===== config.mk =====
export PLATFORM = sky130hd
export DESIGN_NAME = expiry_ordered_timer_table_flat
export DESIGN_NICKNAME = d
export VERILOG_FILES = /design/src/rtl/eott_pkg.sv /design/src/rtl/eott_if.sv /design/src/rtl/eott_alu.sv /design/src/rtl/eott_store.sv /design/src/rtl/expiry_ordered_timer_table.sv /design/src/flat_wrapper.sv
export VERILOG_INCLUDE_DIRS = /design/src /design/src/rtl
export SDC_FILE = /design/constraint.sdc
export NUM_CORES = 1
export LEC_CHECK = 0
export BUFFER_PORTS_ARGS = -buffer_cell sky130_fd_sc_hd__buf_2
export CAP_MARGIN = 15
export CELL_PAD_IN_SITES_DETAIL_PLACEMENT = 0
export CELL_PAD_IN_SITES_GLOBAL_PLACEMENT = 1
export CORE_UTILIZATION = 40
export DETAILED_ROUTE_END_ITERATION = 16
export GPL_TIMING_DRIVEN = 0
export PLACE_DENSITY = 0.59
export SETUP_SLACK_MARGIN = 0.2
export SYNTH_ARGS = -nofsm -noshare
export SYNTH_HDL_FRONTEND = slang
export SYNTH_SLANG_ARGS = --single-unit
export TNS_END_PERCENT = 1

===== constraint.sdc =====
create_clock -name clk -period 17.1 [get_ports clk]
set_input_delay 0 -clock clk [delete_from_list [all_inputs] [get_ports clk]]
set_output_delay 0 -clock clk [all_outputs]
set_load 0.1 [all_outputs]

===== src/rtl/expiry_ordered_timer_table_macros.svh =====
// Assertion macros shared by the timer table RTL.
`ifndef EXPIRY_ORDERED_TIMER_TABLE_MACROS_SVH
`define EXPIRY_ORDERED_TIMER_TABLE_MACROS_SVH

// Same-cycle implication, disabled while in reset.
`define EOTT_ASSERT(label, clock, resetn, ante, cons) \
    label: assert property (@(posedge clock) disable iff (!resetn) (ante) |-> (cons)) \
        else $error("timer table assertion failed");

// Next-cycle implication, disabled while in reset.
`define EOTT_ASSERT_NEXT(label, clock, resetn, ante, cons) \
    label: assert property (@(posedge clock) disable iff (!resetn) (ante) |=> (cons)) \
        else $error("timer table assertion failed");

`endif


===== src/rtl/eott_pkg.sv =====
// Shared types, widths and codes for the timer table.
package eott_pkg;

    localparam int NUM_TIMERS_DEF = 16;
    localparam int MAX_SLOTS      = 16;
    localparam int TIME_W         = 32;
    localparam int PERIOD_W       = 31;
    localparam int PER_WORD_W     = PERIOD_W + 1;
    localparam int ID_W           = 4;

    localparam logic [TIME_W-1:0] HALF_RANGE = 32'h7fff_ffff;

    localparam logic [1:0] OP_ADD    = 2'd0;
    localparam logic [1:0] OP_REMOVE = 2'd1;
    localparam logic [1:0] OP_CHECK  = 2'd2;

    localparam logic KIND_ACK    = 1'b0;
    localparam logic KIND_EXPIRY = 1'b1;

    localparam logic STATUS_OK   = 1'b0;
    localparam logic STATUS_FAIL = 1'b1;

    typedef struct packed {
        logic              sub;
        logic [TIME_W-1:0] now;
        logic [TIME_W-1:0] operand;
        logic [TIME_W-1:0] best_age;
    } alu_req_t;

    typedef struct packed {
        logic [TIME_W-1:0] sum;
        logic              due;
        logic              older;
    } alu_rsp_t;

    typedef struct packed {
        logic exp_we;
        logic per_we;
        logic vld_set;
        logic vld_clr;
    } store_ctl_t;

    typedef struct packed {
        logic            kind;
        logic            status;
        logic [ID_W-1:0] expired_id;
        logic            last;
    } result_t;

endpackage


===== src/rtl/eott_if.sv =====
// Command and result channel interfaces of the timer table.
interface eott_in_if;
    logic                          valid;
    logic                          ready;
    logic [1:0]                    opcode;
    logic [eott_pkg::ID_W-1:0]     timer_id;
    logic [eott_pkg::TIME_W-1:0]   now_time;
    logic [eott_pkg::PERIOD_W-1:0] period;
    logic                          reload_enable;

    modport source (
        output valid, opcode, timer_id, now_time, period, reload_enable,
        input  ready
    );
    modport sink (
        input  valid, opcode, timer_id, now_time, period, reload_enable,
        output ready
    );
endinterface

interface eott_out_if;
    logic                      valid;
    logic                      ready;
    logic                      kind;
    logic                      status;
    logic [eott_pkg::ID_W-1:0] expired_id;
    logic                      last;

    modport source (
        output valid, kind, status, expired_id, last,
        input  ready
    );
    modport sink (
        input  valid, kind, status, expired_id, last,
        output ready
    );
endinterface


===== src/rtl/eott_alu.sv =====
// Shared adder/subtractor with wrap-aware due test and age compare.
module eott_alu (
    input  eott_pkg::alu_req_t req,
    output eott_pkg::alu_rsp_t res
);
    import eott_pkg::*;

    logic [TIME_W-1:0] operand_eff;
    logic [TIME_W-1:0] sum;

    assign operand_eff = req.sub ? ~req.operand : req.operand;
    assign sum         = req.now + operand_eff + TIME_W'(req.sub);

    assign res.sum   = sum;
    assign res.due   = (sum <= HALF_RANGE);
    assign res.older = (sum > req.best_age);
endmodule


===== src/rtl/eott_store.sv =====
// Slot storage: valid flags, expiry memory and period/reload memory.
module eott_store #(
    parameter  int SLOT_COUNT = eott_pkg::MAX_SLOTS,
    localparam int IDX_W      = $clog2(SLOT_COUNT)
) (
    input  logic                            clk,
    input  logic                            rst_n,
    input  eott_pkg::store_ctl_t            ctl,
    input  logic [IDX_W-1:0]                waddr,
    input  logic [eott_pkg::TIME_W-1:0]     exp_wdata,
    input  logic [eott_pkg::PER_WORD_W-1:0] per_wdata,
    input  logic [IDX_W-1:0]                exp_raddr,
    input  logic [IDX_W-1:0]                per_raddr,
    output logic [eott_pkg::TIME_W-1:0]     exp_rdata,
    output logic [eott_pkg::PER_WORD_W-1:0] per_rdata,
    output logic [SLOT_COUNT-1:0]           valid
);
    import eott_pkg::*;

    logic [SLOT_COUNT-1:0] valid_reg;
    logic [SLOT_COUNT-1:0] valid_next;
    logic [TIME_W-1:0]     exp_mem [SLOT_COUNT];
    logic [PER_WORD_W-1:0] per_mem [SLOT_COUNT];
    logic [TIME_W-1:0]     exp_rdata_reg;
    logic [PER_WORD_W-1:0] per_rdata_reg;

    always_comb
    begin
        valid_next = valid_reg;
        if (ctl.vld_set)
        begin
            valid_next[waddr] = 1'b1;
        end
        if (ctl.vld_clr)
        begin
            valid_next[waddr] = 1'b0;
        end
    end

    always_ff @(posedge clk or negedge rst_n)
    begin
        if (!rst_n)
        begin
            valid_reg <= '0;
        end
        else
        begin
            valid_reg <= valid_next;
        end
    end

    always_ff @(posedge clk)
    begin
        if (ctl.exp_we)
        begin
            exp_mem[waddr] <= exp_wdata;
        end
        exp_rdata_reg <= exp_mem[exp_raddr];
    end

    always_ff @(posedge clk)
    begin
        if (ctl.per_we)
        begin
            per_mem[waddr] <= per_wdata;
        end
        per_rdata_reg <= per_mem[per_raddr];
    end

    assign valid     = valid_reg;
    assign exp_rdata = exp_rdata_reg;
    assign per_rdata = per_rdata_reg;
endmodule


===== src/rtl/expiry_ordered_timer_table.sv =====
// Timer table top level: command sequencer, slot store and shared age unit.
//
// Add and remove pass through S_OP and return one acknowledgment word. A check
// scans the expiry memory one slot per cycle through a single subtractor and
// comparator: each scan pass picks the oldest due slot, and each reported slot
// then passes through S_RLD_RD and S_RLD_WR to read its period and re-arm or
// disarm it. The command channel is ready only between commands; a result word
// waits in an output register, and the sequencer stalls before writing a result
// while that register is full and not being read. SLOT_COUNT is NUM_TIMERS
// capped at 16, the reach of timer_id.
`include "expiry_ordered_timer_table_macros.svh"

module expiry_ordered_timer_table #(
    parameter int NUM_TIMERS = eott_pkg::NUM_TIMERS_DEF
) (
    input logic        clk,
    input logic        rst_n,
    eott_in_if.sink    cmd,
    eott_out_if.source rsp
);
    import eott_pkg::*;

    localparam int SLOT_COUNT = (NUM_TIMERS < MAX_SLOTS) ? NUM_TIMERS : MAX_SLOTS;
    localparam int IDX_W      = $clog2(SLOT_COUNT);
    localparam logic [IDX_W-1:0] LAST_IDX = IDX_W'(SLOT_COUNT - 1);

    typedef enum logic [4:0] {
        S_IDLE   = 5'b00001,
        S_OP     = 5'b00010,
        S_SCAN   = 5'b00100,
        S_RLD_RD = 5'b01000,
        S_RLD_WR = 5'b10000
    } state_t;

    state_t                state_reg,      state_next;
    logic [1:0]            op_reg,         op_next;
    logic [ID_W-1:0]       id_reg,         id_next;
    logic [TIME_W-1:0]     now_reg,        now_next;
    logic [PERIOD_W-1:0]   period_reg,     period_next;
    logic                  rel_reg,        rel_next;
    logic [IDX_W-1:0]      scan_addr_reg,  scan_addr_next;
    logic                  issue_reg,      issue_next;
    logic                  cmp_vld_reg,    cmp_vld_next;
    logic [IDX_W-1:0]      cmp_idx_reg,    cmp_idx_next;
    logic                  first_reg,      first_next;
    logic                  found_reg,      found_next;
    logic [IDX_W-1:0]      best_idx_reg,   best_idx_next;
    logic [TIME_W-1:0]     best_age_reg,   best_age_next;
    logic [SLOT_COUNT-1:0] due_reg,        due_next;
    logic                  out_valid_reg,  out_valid_next;
    result_t               out_res_reg,    out_res_next;

    alu_req_t              alu_req;
    alu_rsp_t              alu_res;
    store_ctl_t            st_ctl;
    logic [IDX_W-1:0]      st_waddr;
    logic [TIME_W-1:0]     exp_rdata;
    logic [PER_WORD_W-1:0] per_rdata;
    logic [SLOT_COUNT-1:0] valid_vec;

    logic                  cmd_fire;
    logic                  out_free;
    logic                  id_in_range;
    logic [IDX_W-1:0]      id_idx;
    logic                  due_bit;
    logic                  last_report;
    logic                  add_commit;
    logic                  rescan;
    logic                  ack_out;

    eott_alu u_alu (
        .req (alu_req),
        .res (alu_res)
    );

    eott_store #(
        .SLOT_COUNT (SLOT_COUNT)
    ) u_store (
        .clk       (clk),
        .rst_n     (rst_n),
        .ctl       (st_ctl),
        .waddr     (st_waddr),
        .exp_wdata (alu_res.sum),
        .per_wdata ({rel_reg, period_reg}),
        .exp_raddr (scan_addr_reg),
        .per_raddr (best_idx_reg),
        .exp_rdata (exp_rdata),
        .per_rdata (per_rdata),
        .valid     (valid_vec)
    );

    assign cmd.ready   = (state_reg == S_IDLE);
    assign cmd_fire    = cmd.valid && cmd.ready;
    assign out_free    = !out_valid_reg || rsp.ready;
    assign id_in_range = ({1'b0, id_reg} < (ID_W + 1)'(SLOT_COUNT));
    assign id_idx      = id_reg[IDX_W-1:0];
    assign last_report = (due_reg == '0);

    assign add_commit = (state_reg == S_OP) && (op_reg == OP_ADD) && id_in_range && out_free;
    assign rescan     = (state_reg == S_SCAN) && !first_reg;
    assign ack_out    = out_valid_reg && (out_res_reg.kind == KIND_ACK);

    assign rsp.valid      = out_valid_reg;
    assign rsp.kind       = out_res_reg.kind;
    assign rsp.status     = out_res_reg.status;
    assign rsp.expired_id = out_res_reg.expired_id;
    assign rsp.last       = out_res_reg.last;

    always_comb
    begin
        state_next     = state_reg;
        op_next        = op_reg;
        id_next        = id_reg;
        now_next       = now_reg;
        period_next    = period_reg;
        rel_next       = rel_reg;
        scan_addr_next = scan_addr_reg;
        issue_next     = issue_reg;
        cmp_vld_next   = cmp_vld_reg;
        cmp_idx_next   = cmp_idx_reg;
        first_next     = first_reg;
        found_next     = found_reg;
        best_idx_next  = best_idx_reg;
        best_age_next  = best_age_reg;
        due_next       = due_reg;
        out_valid_next = out_valid_reg;
        out_res_next   = out_res_reg;
        due_bit        = 1'b0;

        alu_req.sub      = 1'b0;
        alu_req.now      = now_reg;
        alu_req.operand  = {1'b0, period_reg};
        alu_req.best_age = best_age_reg;

        st_ctl   = '0;
        st_waddr = id_idx;

        if (rsp.valid && rsp.ready)
        begin
            out_valid_next = 1'b0;
        end

        unique case (state_reg)
            S_IDLE:
            begin
                if (cmd_fire)
                begin
                    op_next     = cmd.opcode;
                    id_next     = cmd.timer_id;
                    now_next    = cmd.now_time;
                    period_next = cmd.period;
                    rel_next    = cmd.reload_enable;
                    priority if (cmd.opcode == OP_ADD || cmd.opcode == OP_REMOVE)
                    begin
                        state_next = S_OP;
                    end
                    else if (cmd.opcode == OP_CHECK)
                    begin
                        state_next     = S_SCAN;
                        scan_addr_next = '0;
                        issue_next     = 1'b1;
                        cmp_vld_next   = 1'b0;
                        first_next     = 1'b1;
                        found_next     = 1'b0;
                    end
                    else
                    begin
                        state_next = S_IDLE;
                    end
                end
            end

            S_OP:
            begin
                if (out_free)
                begin
                    out_valid_next          = 1'b1;
                    out_res_next.kind       = KIND_ACK;
                    out_res_next.expired_id = id_reg;
                    out_res_next.last       = 1'b1;
                    if (op_reg == OP_ADD)
                    begin
                        st_ctl.exp_we       = id_in_range;
                        st_ctl.per_we       = id_in_range;
                        st_ctl.vld_set      = id_in_range;
                        out_res_next.status = id_in_range ? STATUS_OK : STATUS_FAIL;
                    end
                    else
                    begin
                        st_ctl.vld_clr      = id_in_range;
                        out_res_next.status = (id_in_range && valid_vec[id_idx])
                                              ? STATUS_OK : STATUS_FAIL;
                    end
                    state_next = S_IDLE;
                end
            end

            S_SCAN:
            begin
                alu_req.sub     = 1'b1;
                alu_req.operand = exp_rdata;
                cmp_vld_next    = issue_reg;
                cmp_idx_next    = scan_addr_reg;
                if (issue_reg)
                begin
                    scan_addr_next = scan_addr_reg + 1'b1;
                    if (scan_addr_reg == LAST_IDX)
                    begin
                        issue_next = 1'b0;
                    end
                end
                if (cmp_vld_reg)
                begin
                    due_bit = first_reg ? (valid_vec[cmp_idx_reg] && alu_res.due)
                                        : due_reg[cmp_idx_reg];
                    if (first_reg)
                    begin
                        due_next[cmp_idx_reg] = due_bit;
                    end
                    if (due_bit && (!found_reg || alu_res.older))
                    begin
                        found_next    = 1'b1;
                        best_idx_next = cmp_idx_reg;
                        best_age_next = alu_res.sum;
                    end
                    if (cmp_idx_reg == LAST_IDX)
                    begin
                        state_next = found_next ? S_RLD_RD : S_IDLE;
                    end
                end
            end

            S_RLD_RD:
            begin
                due_next[best_idx_reg] = 1'b0;
                state_next             = S_RLD_WR;
            end

            S_RLD_WR:
            begin
                alu_req.operand = {1'b0, per_rdata[PERIOD_W-1:0]};
                if (out_free)
                begin
                    st_waddr       = best_idx_reg;
                    st_ctl.exp_we  = per_rdata[PERIOD_W];
                    st_ctl.vld_clr = !per_rdata[PERIOD_W];
                    out_valid_next          = 1'b1;
                    out_res_next.kind       = KIND_EXPIRY;
                    out_res_next.status     = STATUS_OK;
                    out_res_next.expired_id = ID_W'(best_idx_reg);
                    out_res_next.last       = last_report;
                    if (last_report)
                    begin
                        state_next = S_IDLE;
                    end
                    else
                    begin
                        state_next     = S_SCAN;
                        scan_addr_next = '0;
                        issue_next     = 1'b1;
                        cmp_vld_next   = 1'b0;
                        first_next     = 1'b0;
                        found_next     = 1'b0;
                    end
                end
            end

            default:
            begin
                state_next = S_IDLE;
            end
        endcase
    end

    always_ff @(posedge clk or negedge rst_n)
    begin
        if (!rst_n)
        begin
            state_reg     <= S_IDLE;
            issue_reg     <= 1'b0;
            cmp_vld_reg   <= 1'b0;
            first_reg     <= 1'b0;
            found_reg     <= 1'b0;
            due_reg       <= '0;
            out_valid_reg <= 1'b0;
        end
        else
        begin
            state_reg     <= state_next;
            issue_reg     <= issue_next;
            cmp_vld_reg   <= cmp_vld_next;
            first_reg     <= first_next;
            found_reg     <= found_next;
            due_reg       <= due_next;
            out_valid_reg <= out_valid_next;
        end
    end

    always_ff @(posedge clk)
    begin
        op_reg        <= op_next;
        id_reg        <= id_next;
        now_reg       <= now_next;
        period_reg    <= period_next;
        rel_reg       <= rel_next;
        scan_addr_reg <= scan_addr_next;
        cmp_idx_reg   <= cmp_idx_next;
        best_idx_reg  <= best_idx_next;
        best_age_reg  <= best_age_next;
        out_res_reg   <= out_res_next;
    end

    `EOTT_ASSERT_NEXT(a_add_arms_slot, clk, rst_n, add_commit, valid_vec[id_idx])
    `EOTT_ASSERT(a_report_is_armed, clk, rst_n, state_reg == S_RLD_WR, valid_vec[best_idx_reg])
    `EOTT_ASSERT(a_due_subset_armed, clk, rst_n, rescan, (due_reg & ~valid_vec) == '0)
    `EOTT_ASSERT(a_ack_is_last, clk, rst_n, ack_out, out_res_reg.last)
endmodule

===== src/flat_wrapper.sv =====
// flat-port wrapper written by rule: the top's interface ports become plain ports
module expiry_ordered_timer_table_flat import eott_pkg::*;
#(
    parameter int NUM_TIMERS = eott_pkg::NUM_TIMERS_DEF
)
  (clk, rst_n, cmd_valid, cmd_opcode, cmd_timer_id, cmd_now_time, cmd_period, cmd_reload_enable, cmd_ready, rsp_valid, rsp_kind, rsp_status, rsp_expired_id, rsp_last, rsp_ready);
  eott_in_if cmd_i ();
  eott_out_if rsp_i ();
  input logic clk;
  input logic rst_n;
  input wire logic [$bits(cmd_i.valid)-1:0] cmd_valid;
  input wire logic [$bits(cmd_i.opcode)-1:0] cmd_opcode;
  input wire logic [$bits(cmd_i.timer_id)-1:0] cmd_timer_id;
  input wire logic [$bits(cmd_i.now_time)-1:0] cmd_now_time;
  input wire logic [$bits(cmd_i.period)-1:0] cmd_period;
  input wire logic [$bits(cmd_i.reload_enable)-1:0] cmd_reload_enable;
  output wire logic [$bits(cmd_i.ready)-1:0] cmd_ready;
  output wire logic [$bits(rsp_i.valid)-1:0] rsp_valid;
  output wire logic [$bits(rsp_i.kind)-1:0] rsp_kind;
  output wire logic [$bits(rsp_i.status)-1:0] rsp_status;
  output wire logic [$bits(rsp_i.expired_id)-1:0] rsp_expired_id;
  output wire logic [$bits(rsp_i.last)-1:0] rsp_last;
  input wire logic [$bits(rsp_i.ready)-1:0] rsp_ready;
  assign cmd_i.valid = cmd_valid;
  assign cmd_i.opcode = cmd_opcode;
  assign cmd_i.timer_id = cmd_timer_id;
  assign cmd_i.now_time = cmd_now_time;
  assign cmd_i.period = cmd_period;
  assign cmd_i.reload_enable = cmd_reload_enable;
  assign cmd_ready = cmd_i.ready;
  assign rsp_valid = rsp_i.valid;
  assign rsp_kind = rsp_i.kind;
  assign rsp_status = rsp_i.status;
  assign rsp_expired_id = rsp_i.expired_id;
  assign rsp_last = rsp_i.last;
  assign rsp_i.ready = rsp_ready;
  expiry_ordered_timer_table #(.NUM_TIMERS(NUM_TIMERS)) u_core (.clk(clk), .rst_n(rst_n), .cmd(cmd_i), .rsp(rsp_i));
endmodule

# After elaboration in Yosys (flattened, before gate mapping)
# Memory sizes are Yosys's and may differ from the RTL's. A register that Yosys moved wholly into a read port is not among the register bits.
# Cells that the tools add are included.
[word_totals]
elab_cells = 171
mem_count = 2
mem_bits_rw = 1024
register_bits = 163
[op_classes]
n_bitwise = 6
addsub = 3
magnitude_cmp = 9
n_reduce_logical = 30
muxes = 81
n_eq_ne = 19
[mem_list]
columns = ["name", "words", "width", "rd", "rd_ports_with_merged_regs", "wr", "line_no", "rtl"]
rows = [
  ["u_core.u_store.exp_mem", 16, 32, 1, 1, 1, "eott_store.sv:22", "logic [TIME_W-1:0] exp_mem [SLOT_COUNT];"],
  ["u_core.u_store.per_mem", 16, 32, 1, 1, 1, "eott_store.sv:23", "logic [PER_WORD_W-1:0] per_mem [SLOT_COUNT];"],
]
[ops]
columns = ["cell", "n"]
rows = [
  ["16-bit two-way mux", 4],
  ["32-bit one-hot mux with 2 select lines", 1],
  ["4-bit two-way mux", 10],
  ["1-bit two-way mux", 36],
  ["32-bit by 1-bit adder with 32-bit output", 1],
  ["32-bit adder", 1],
  ["16-bit bitwise AND", 2],
  ["32-bit greater-than comparator", 1],
  ["32-bit by 31-bit <= comparator with 1-bit output (second input constant)", 1],
  ["32-bit two-way mux", 1],
  ["16-bit NOT", 2],
  ["32-bit NOT", 1],
  ["16-bit one-hot mux with 2 select lines", 1],
  ["5-bit two-way mux", 6],
  ["5-bit one-hot mux with 5 select lines", 1],
  ["4-bit by 5-bit < comparator with 1-bit output (second input constant)", 4],
  ["16-bit bitwise mux", 1],
  ["16-bit zero test", 1],
  ["16-bit bitwise OR", 1],
  ["7-bit two-way mux", 2],
  ["7-bit one-hot mux with 2 select lines", 1],
  ["7-bit AND reduction", 2],
  ["1-bit binary-select mux with 4-bit select", 3],
  ["1-bit demux with 4-bit select", 3],
  ["other kinds (28)", 61],
]

# Depth between registers and ports, before layout
# Gate-level depths: netlist of the first run.
[depth]
word_depth = 17
mapped_depth = 27
depth_no_buf = 25

# Hierarchy
# A second synthesis of the first run with hierarchy kept.
[hier_totals]
cells_unflattened = 2635
area_unflattened_um2 = 49939.1
[modules_own_cells]
columns = ["mod", "cells_each", "n_inst", "area_per_inst_um2"]
rows = [
  ["eott_store", 1736, 1, 40411.3],
  ["expiry_ordered_timer_table", 467, 1, 6397.4],
  ["eott_alu", 432, 1, 3130.5],
]

# Least setup slack after synthesis of the first run
# Ideal clock, no wire load.
[synth_path]
path_type = "register to register"
startpoint = "register u_core.state_reg[1]"
endpoint = "register u_core.best_age_reg[0] (enable)"
stages_incl_launch_ff = 22
arrival_time_ns = 6.818
n_path_buf = 3
slack_ns = 9.852
period_less_slack_ns = 7.248
path_cell_list = "dfrtp_1 -> or3_4 -> or2_2 -> clkbuf_1 -> clkbuf_1 -> clkbuf_1 -> o21ai_0 -> ha_1 -> a21o_1 -> a221o_1 -> a21oi_1 -> a21oi_1 -> o211ai_1 -> a31o_2 -> a21boi_0 -> ha_1 -> a21o_1 -> a21oi_1 -> o21ai_0 -> nand3_1 -> a211o_1 -> a311oi_2"
[synth_rtl]
columns = ["item", "line_no", "rtl"]
rows = [
  ["start, declared", "expiry_ordered_timer_table.sv:35", "state_t state_reg, state_next;"],
  ["start signal, assigned", "expiry_ordered_timer_table.sv:289", "state_reg <= state_next;"],
  ["end signal, assigned", "expiry_ordered_timer_table.sv:309", "best_age_reg <= best_age_next;"],
  ["end, declared", "expiry_ordered_timer_table.sv:48", "logic [TIME_W-1:0] best_age_reg, best_age_next;"],
]

==> results.ini, run 1 <==
[critical_path]
cp_max_fo = 16
reg2reg_slack_ns = 7.93
slowest_stage = a311oi_4
slowest_delay_ns = 0.71
crit_top_cell = nand2_1
crit_type = flop to flop
cp.arrival_ns = 9.61
rr_startpoint = u_core.state_reg[2]$_DFFE_PN0P_
cp-start-kind = flop
critPathRequiredTime_ns = 17.54
crit_path_start = u_core.state_reg[2]$_DFFE_PN0P_
cp-end-kind = flop

[synthesis]
synth-seq-cells = 1251
synthesis.nets = 2619
synth_async_sr_flop_share_pct = 3.36
syn_area_um2 = 49300
ys_types = 73
synth_warnings = 0
seq_area_frac_synth_pct = 74.5
yosysTopAreaCellShare_pct = 69.7
avgSynthCellArea_um2 = 19.9
yosys.area.top_type = edfxtp_1
synthCells = 2481
synth-edff-count = 1145
synthTopCellsByArea = edfxtp_1 70%, mux4_2 15%, dfxtp_1 2.6%, dfrtp_1 2.1%, ha_1 1.6%
synth_ff_type = edfxtp_1

[status]
outcome = completed

[global_route]
grt-ovfl-total = 0
grt_usage_pct = 20.9
grt_pass1_vias = 26600
antenna_found_initial = 2
grt_start_max_net_pins = 48
grt_pass1_wl_mm = 187

[detailed_routing]
viasPerCell = 5.50
drt_first_pass_iters = 7
drc = 0
vias = 25600
finalWirelength_mm = 129
drtAntennaViolNets = 0
drt_iter0_markers = 2266
wl_per_cell_um = 27.6

[final_layout]
fillers = 10100
multi_input_area_um2 = 12200
regArea_um2 = 36700
top_regs = u_core.u_store.exp_mem (512), u_core.u_store.per_mem (512)
fin_area_um2 = 59200
syn_to_final_growth_pct = 20.2
instances_no_fill = 4663
layout-drive-gt1-share_pct = 25.2
nNetsFinal = 3062

[pwr]
p_leak_nw = 19.5
p_per_area_nw_per_um2 = 163
vdd_drop_max_mv = 0.122

[clock_network]
ctsRootBufferMaster = clkbuf_16
path_clk_slew_ns = 0.06
h-tree-depth = 4
cts_tree = done
cts_buffer_depth = 3
clock_sinks = 1251
numCtsBuffers = 136
cts_resized = 0
clock_latency_ns = 0.75
cts_setup_buffers = 0
cts.hold.buffers_added = 139

[placement]
place.gp.congestion = 0.843
port-buffer-count = 82
dp_hpwl_mm = 86.4
dp.cells = 4250
detailed_place.area_um2 = 53000

[sta]
period_needed_ns = 9.17
slew_headroom_pct = 21.6
period_share_pct = 53.6
setup_tns_ns = 0
worst_pin_slew_ns = 1.18
maxSlewViolCount = 0
setup_viol = 0
clock.fmax_ghz = 0.109
skew_ns = 0.0315
hold_viol = 0
rsz0062_at_grt = no

[die]
die_w_um = 353
start_util_pct = 40.4
io_pins = 83
rows = 128
dieArea_um2 = 125000
coreArea_um2 = 122000
dieHeight_um = 353

[worst_hold_path]
hold_path_class = primary input to flop
worstHoldStart = cmd_period[0]

[flow_run]
cap_violations = 0

final cells by class:
cell class                      instances  share of cell area (%)
Tap cell                             1625                    3.43
Sequential cell                      1251                    62.0
Timing Repair Buffer                  305                    5.22
Inverter                               55                   0.348
Antenna cell                            1                 0.00422
Buffer                                118                   0.767
Clock buffer                          189                    6.50
Multi-Input combinational cell       1057                    20.6
Clock inverter                         62                    1.13
worst max-delay path: cells and delay by family (launching register included):
kind	cells	cell delay, ns
mux	1	0.22
compound gates	7	2.51
fa+ha+maj	2	0.60
buf+inv	7	2.05
simple gates	12	3.03
flops	1	0.41
routing by layer:
layer | routed length (um) | share of wire (%) | GRT usage (%)
met5 | 13 | 0.010 | 0
met4 | 2260 | 1.8 | 5.10
met2 | 65400 | 51 | 35.7
met1 | 55100 | 43 | 28.3
met3 | 5840 | 4.5 | 2.90
final timing paths:
path | end | cells after the start
max in group asynchronous | u_core.u_store.valid[1]$_DFF_PN0_ | 4
setup reg to reg | u_core.best_age_reg[20]$_DFFE_PP_ | 29
setup / recovery | u_core.best_age_reg[20]$_DFFE_PP_ | 29
hold reg to reg | u_core.best_idx_reg[1]$_DFFE_PP_ | 0
hold / removal | u_core.period_reg[0]$_DFFE_PP_ | 2
min in group asynchronous | u_core.due_reg[1]$_DFFE_PN0P_ | 3
power by group:
part | switching [W] | leakage (nW) | internal [W]
Sequential | 0.000119 | 11.4 | 0.00411
Clock | 0.00119 | 2.21 | 0.00176
Combinational | 0.00157 | 5.90 | 0.000898
Yosys cell counts, types with 11 or more instances:
cell type and number:
clkbuf_1 84, ha_1 63, o211ai_1 12, o22a_1 16, nand3_1 19, a21o_1 16, xnor2_1 17, dfrtp_1 41
o21ai_0 77, nand2b_1 25, nand4_1 15, inv_1 54, nand2_1 199, a21oi_1 45, nor2_1 72, nor3_1 11
buf_1 30, dfxtp_1 64, mux4_2 334, edfxtp_1 1145
stage by stage:
step | worst slack (ns) | utilization [%] | hold slack (ns) | power [W]
2_1_floorplan | 9.85 | - | -0.296 | 0.00576
3_3_place_gp | 4.58 | 42.4 | 0.180 | 0.00650
3_5_place_dp | 7.48 | 43.5 | 0.178 | 0.00667
4_1_cts | 7.46 | 48.3 | 0.000861 | 0.00965
5_1_grt | 7.47 | 48.5 | 0.0322 | 0.0101
6_report | 7.93 | 48.5 | 0.0560 | 0.00964
cells in the final DEF (no fill, tap or decap), drive strengths merged, types with 7 or more instances in the layout:
cell            n
edfxtp       1145
xor2           10
inv            62
dlygate4sd3   139
dfrtp          41
a31oi           7
o211ai         13
nor2           72
nor4           11
bufinv         12
a21o           16
nand2         199
ha             63
nand3          19
a211oi          7
dfxtp          64
a21oi          45
mux4          334
clkbuf        274
nor3           11
o22a           16
nand4          15
nand2b         25
xnor2          17
buf           199
clkinv         39
o21ai          83
cells by family after synthesis:
kind of cell	count (synthesis)	synth area share (%)
AO/OA/AOI/OAI	241	3.18
XOR/XNOR	27	0.480
adder cells (fa/ha/maj)	64	1.64
buffers and inverters	173	1.34
flip-flops	1251	74.5
multiplexers	338	15.3
AND/OR/NAND/NOR	387	3.56
Power figures use the tool's default switching activity.
==> inputs of run 2 (changes only) <==
--- a/config.mk
+++ b/config.mk
@@ -6,6 +6,7 @@
 export SDC_FILE = /design/constraint.sdc
 export NUM_CORES = 1
 export LEC_CHECK = 0
+export ABC_AREA = 1
 export BUFFER_PORTS_ARGS = -buffer_cell sky130_fd_sc_hd__buf_2
 export CAP_MARGIN = 15
 export CELL_PAD_IN_SITES_DETAIL_PLACEMENT = 0
@@ -13,7 +14,7 @@
 export CORE_UTILIZATION = 40
 export DETAILED_ROUTE_END_ITERATION = 16
 export GPL_TIMING_DRIVEN = 0
-export PLACE_DENSITY = 0.59
+export PLACE_DENSITY = 0.63
 export SETUP_SLACK_MARGIN = 0.2
 export SYNTH_ARGS = -nofsm -noshare
 export SYNTH_HDL_FRONTEND = slang
==> constraint.sdc (replaced) <==
create_clock -name clk -period 7.4 [get_ports clk]
set_input_delay 0 -clock clk [delete_from_list [all_inputs] [get_ports clk]]
set_output_delay 0 -clock clk [all_outputs]
set_load 0.1 [all_outputs]
==> results.ini, run 2 <==
[status]
outcome = completed  ; unchanged

[synthesis]
yosys.area.top_type = edfxtp_1  ; unchanged
synth_mux_area_share_pct = 1.05  ; was 15.3%
seq_area_frac_synth_pct = 74.1  ; was 74.5%
yosysMostFrequentCell = edfxtp_1  ; unchanged
synth_fa_ha_area_share_pct = 1.63  ; was 1.64%
synth_top_family_by_area = compound AO/OA/AOI/OAI gates  ; was multiplexers
ys_types = 57  ; was 73
synth-compound-area-share_pct = 10.7  ; was 3.18%
netlist_top_cells_count = 1145 x edfxtp_1, 391 x nor2_1, 366 x nand2_1  ; was 1145 x edfxtp_1, 334 x mux4_2, 199 x nand2_1
synth-xor-area-share_pct = 0.531  ; was 0.480%
synthTopCellsByArea = edfxtp_1 69%, nor2_1 3.0%, nand2_1 2.8%, dfxtp_1 2.6%, a22oi_1 2.4%  ; was edfxtp_1 70%, mux4_2 15%, dfxtp_1 2.6%, dfrtp_1 2.1%, ha_1 1.6%
synth_async_sr_flop_share_pct = 3.36  ; unchanged
yosysTopAreaCellShare_pct = 69.4  ; was 69.7%
synth_ff_type = edfxtp_1  ; unchanged
synth_warnings = 0  ; unchanged
synthesis.nets = 3758  ; was 2619
yosys.area_share.simple_pct = 9.20  ; was 3.56%
synth-seq-cells = 1251  ; unchanged
syn_area_um2 = 49500  ; was 49300 um2
synthCells = 3620  ; was 2481
avgSynthCellArea_um2 = 13.7  ; was 19.9 um2
synth-edff-count = 1145  ; unchanged

[clock_network]
h-tree-depth = 4  ; unchanged
cts_tree = done  ; unchanged
ctsRootBufferMaster = clkbuf_16  ; unchanged
path_clk_slew_ns = 0.06  ; about the same
clock_sinks = 1251  ; unchanged
cts_buffer_depth = 3  ; unchanged
numCtsBuffers = 136  ; unchanged
clock_latency_ns = 0.76  ; was 0.75 ns

[global_route]
grt_usage_pct = 23.9  ; was 20.9%
grt_start_max_net_pins = 42  ; was 48
grt_pass1_vias = 31800  ; was 26600
grt_pass1_wl_mm = 218  ; was 187 mm
antenna_found_initial = 1  ; was 2
grt-ovfl-total = 0  ; unchanged

[sta]
clock.fmax_ghz = 0.148  ; was 0.109 GHz
maxSlewViolCount = 0  ; unchanged
skew_ns = 0.0321  ; was 0.0315 ns
setup_tns_ns = 0  ; unchanged
rsz0062_at_grt = no  ; unchanged
period_share_pct = 91.5  ; was 53.6%
hold_viol = 0  ; unchanged
worst_pin_slew_ns = 1.15  ; was 1.18 ns
holdWs_ns = 0.104  ; was 0.0560 ns
setup_viol = 0  ; unchanged
slew_headroom_pct = 23.5  ; was 21.6%
period_needed_ns = 6.77  ; was 9.17 ns

[final_layout]
syn_to_final_growth_pct = 20.5  ; was 20.2%
fin_area_um2 = 59700  ; was 59200 um2
top_regs = u_core.u_store.exp_mem (512), u_core.u_store.per_mem (512)  ; unchanged
layout-drive-gt1-share_pct = 11.0  ; was 25.2%
finish.utilization_pct = 48.8  ; was 48.5%
nNetsFinal = 4198  ; was 3062
fillers = 10800  ; was 10100
final_common_cell = edfxtp_1  ; unchanged
mostFrequentLayoutCells = 1145 x edfxtp_1, 364 x nand2_1, 357 x nor2_1, 223 x clkbuf_1, 209 x nand3_1  ; was 1145 x edfxtp_1, 334 x mux4_2, 199 x nand2_1, 141 x clkbuf_16, 139 x dlygate4sd3_1

[die]
die_w_um = 354  ; was 353 um
dieArea_um2 = 125000  ; about the same
dieHeight_um = 354  ; was 353 um
coreArea_um2 = 122000  ; about the same
io_pins = 83  ; unchanged
start_util_pct = 40.5  ; was 40.4%
rows = 128  ; unchanged

[critical_path]
slowest_delay_ns = 0.56  ; was 0.71 ns
cp.arrival_ns = 7.21  ; was 9.61 ns
cp_num_buf_inv = 9  ; was 7
crit_type = flop to flop  ; unchanged
cp-end-kind = flop  ; unchanged
crit_family = compound AO/OA/AOI/OAI gates  ; was simple AND/OR/NAND/NOR gates
crit_top_cell = nand2_1  ; unchanged
cp-start-kind = flop  ; unchanged
slowest_stage = dfstp_2  ; was a311oi_4
critPathRequiredTime_ns = 7.84  ; was 17.54 ns
cp_max_fo = 24  ; was 16

[worst_hold_path]
hold_path_class = primary input to flop  ; unchanged

[detailed_routing]
drtAntennaViolNets = 0  ; unchanged
drc = 0  ; unchanged
drt_iter0_markers = 3160  ; was 2266
wl_per_cell_um = 25.9  ; was 27.6 um
vias = 32300  ; was 25600
drt_first_pass_iters = 5  ; was 7
viasPerCell = 5.57  ; was 5.50
finalWirelength_mm = 150  ; was 129 mm

[pwr]
total_power_w = 0.0243  ; was 0.00964 W
p_leak_nw = 20.1  ; was 19.5 nW
vdd_drop_max_mv = 0.229  ; was 0.122 mV
p_per_area_nw_per_um2 = 407  ; was 163 nW/um2

[placement]
port-buffer-count = 82  ; unchanged
dp_hpwl_mm = 103  ; was 86.4 mm
detailed_place.area_um2 = 53500  ; was 53000 um2
place.gp.congestion = 0.872  ; was 0.843

[flow_run]
cap_violations = 0  ; unchanged

-- run 2: cell types whose count changed after synthesis, sizes merged, moves of 75 or more --
| cell | previous run | this run |
|---|---|---|
| o21ai | 83 | 168 |
| inv | 55 | 143 |
| mux4 | 334 | 0 |
| a31oi | 7 | 147 |
| a22oi | 2 | 158 |
| nor2 | 72 | 394 |
| nand2 | 199 | 372 |
| o32ai | 1 | 76 |
| clkbuf | 85 | 192 |
| nand3 | 19 | 214 |
-- run 2: kinds of logic (layout without fill, tap and decap cells) --
| kind of cell | after synthesis | in the layout |
|---|---|---|
| other | 0 | 1 |
| buffers and inverters | 354 | 904 |
| flip-flops | 1251 | 1251 |
| adder cells (fa/ha/maj) | 64 | 64 |
| AND/OR/NAND/NOR | 1064 | 1064 |
| AO/OA/AOI/OAI | 805 | 805 |
| multiplexers | 52 | 52 |
| XOR/XNOR | 30 | 30 |
-- run 2: area by class of cell --
cell class | count | area [um2] | area share, %
Timing Repair Buffer | 302 | 3130 | 5.25
Clock inverter | 62 | 696 | 1.17
Buffer | 206 | 807 | 1.35
Multi-Input combinational cell | 2015 | 12000 | 20.1
Clock buffer | 186 | 3720 | 6.24
Inverter | 148 | 571 | 0.956
Tap cell | 1625 | 2030 | 3.41
Sequential cell | 1251 | 36700 | 61.5
Antenna cell | 1 | 2.50 | 0.00419
-- run 2: power breakdown --
group          internal, W  switching (W)
Clock              0.00394        0.00281
Combinational      0.00214        0.00535
Sequential         0.00960       0.000469
-- run 2: path summary, 6_finish.rpt --
path / start / to / slack [ns] / cells past startpoint
max: u_core.state_reg[0]$_DFFE_PN1P_ / u_core.best_age_reg[4]$_DFFE_PP_ / 0.63 / 31
min: cmd_now_time[31] / u_core.now_reg[31]$_DFFE_PP_ / 0.10 / 2
max reg2reg: u_core.state_reg[0]$_DFFE_PN1P_ / u_core.best_age_reg[4]$_DFFE_PP_ / 0.63 / 31
min reg2reg: u_core.first_reg$_DFFE_PN0P_ / u_core.first_reg$_DFFE_PN0P_ / 0.52 / 2
max in group asynchronous: rst_n / u_core.due_reg[12]$_DFFE_PN0P_ / 6.83 / 4
min in group asynchronous: rst_n / u_core.state_reg[0]$_DFFE_PN1P_ / 0.33 / 3
-- run 2: metrics by stage --
step / setup WS, ns / instances
3_5_place_dp: -2.14 / 5386
2_1_floorplan: 0.468 / 3620
6_report: 0.631 / 5796
5_1_grt: 0.233 / 5795
3_3_place_gp: -5.34 / 5327
4_1_cts: 0.225 / 5785
-- run 2: routing by layer --
metal | vias to the layer above | track usage [%] | wire length, um
li1 | 14700 | - | -
met1 | 16300 | 32.0 | 63700
met2 | 1141 | 40.4 | 73700
met3 | 217 | 3.41 | 9120
met4 | 0 | 6.78 | 3590
met5 | - | 0 | 0
-- run 2: what timing repair did --
action	in CTS	in global routing
hold buffers	145	0
endpoints found under the hold margin	152	0
endpoints found under the setup margin	36	36
setup buffers	6	9
resized for setup	21	29
pin swaps	2	2
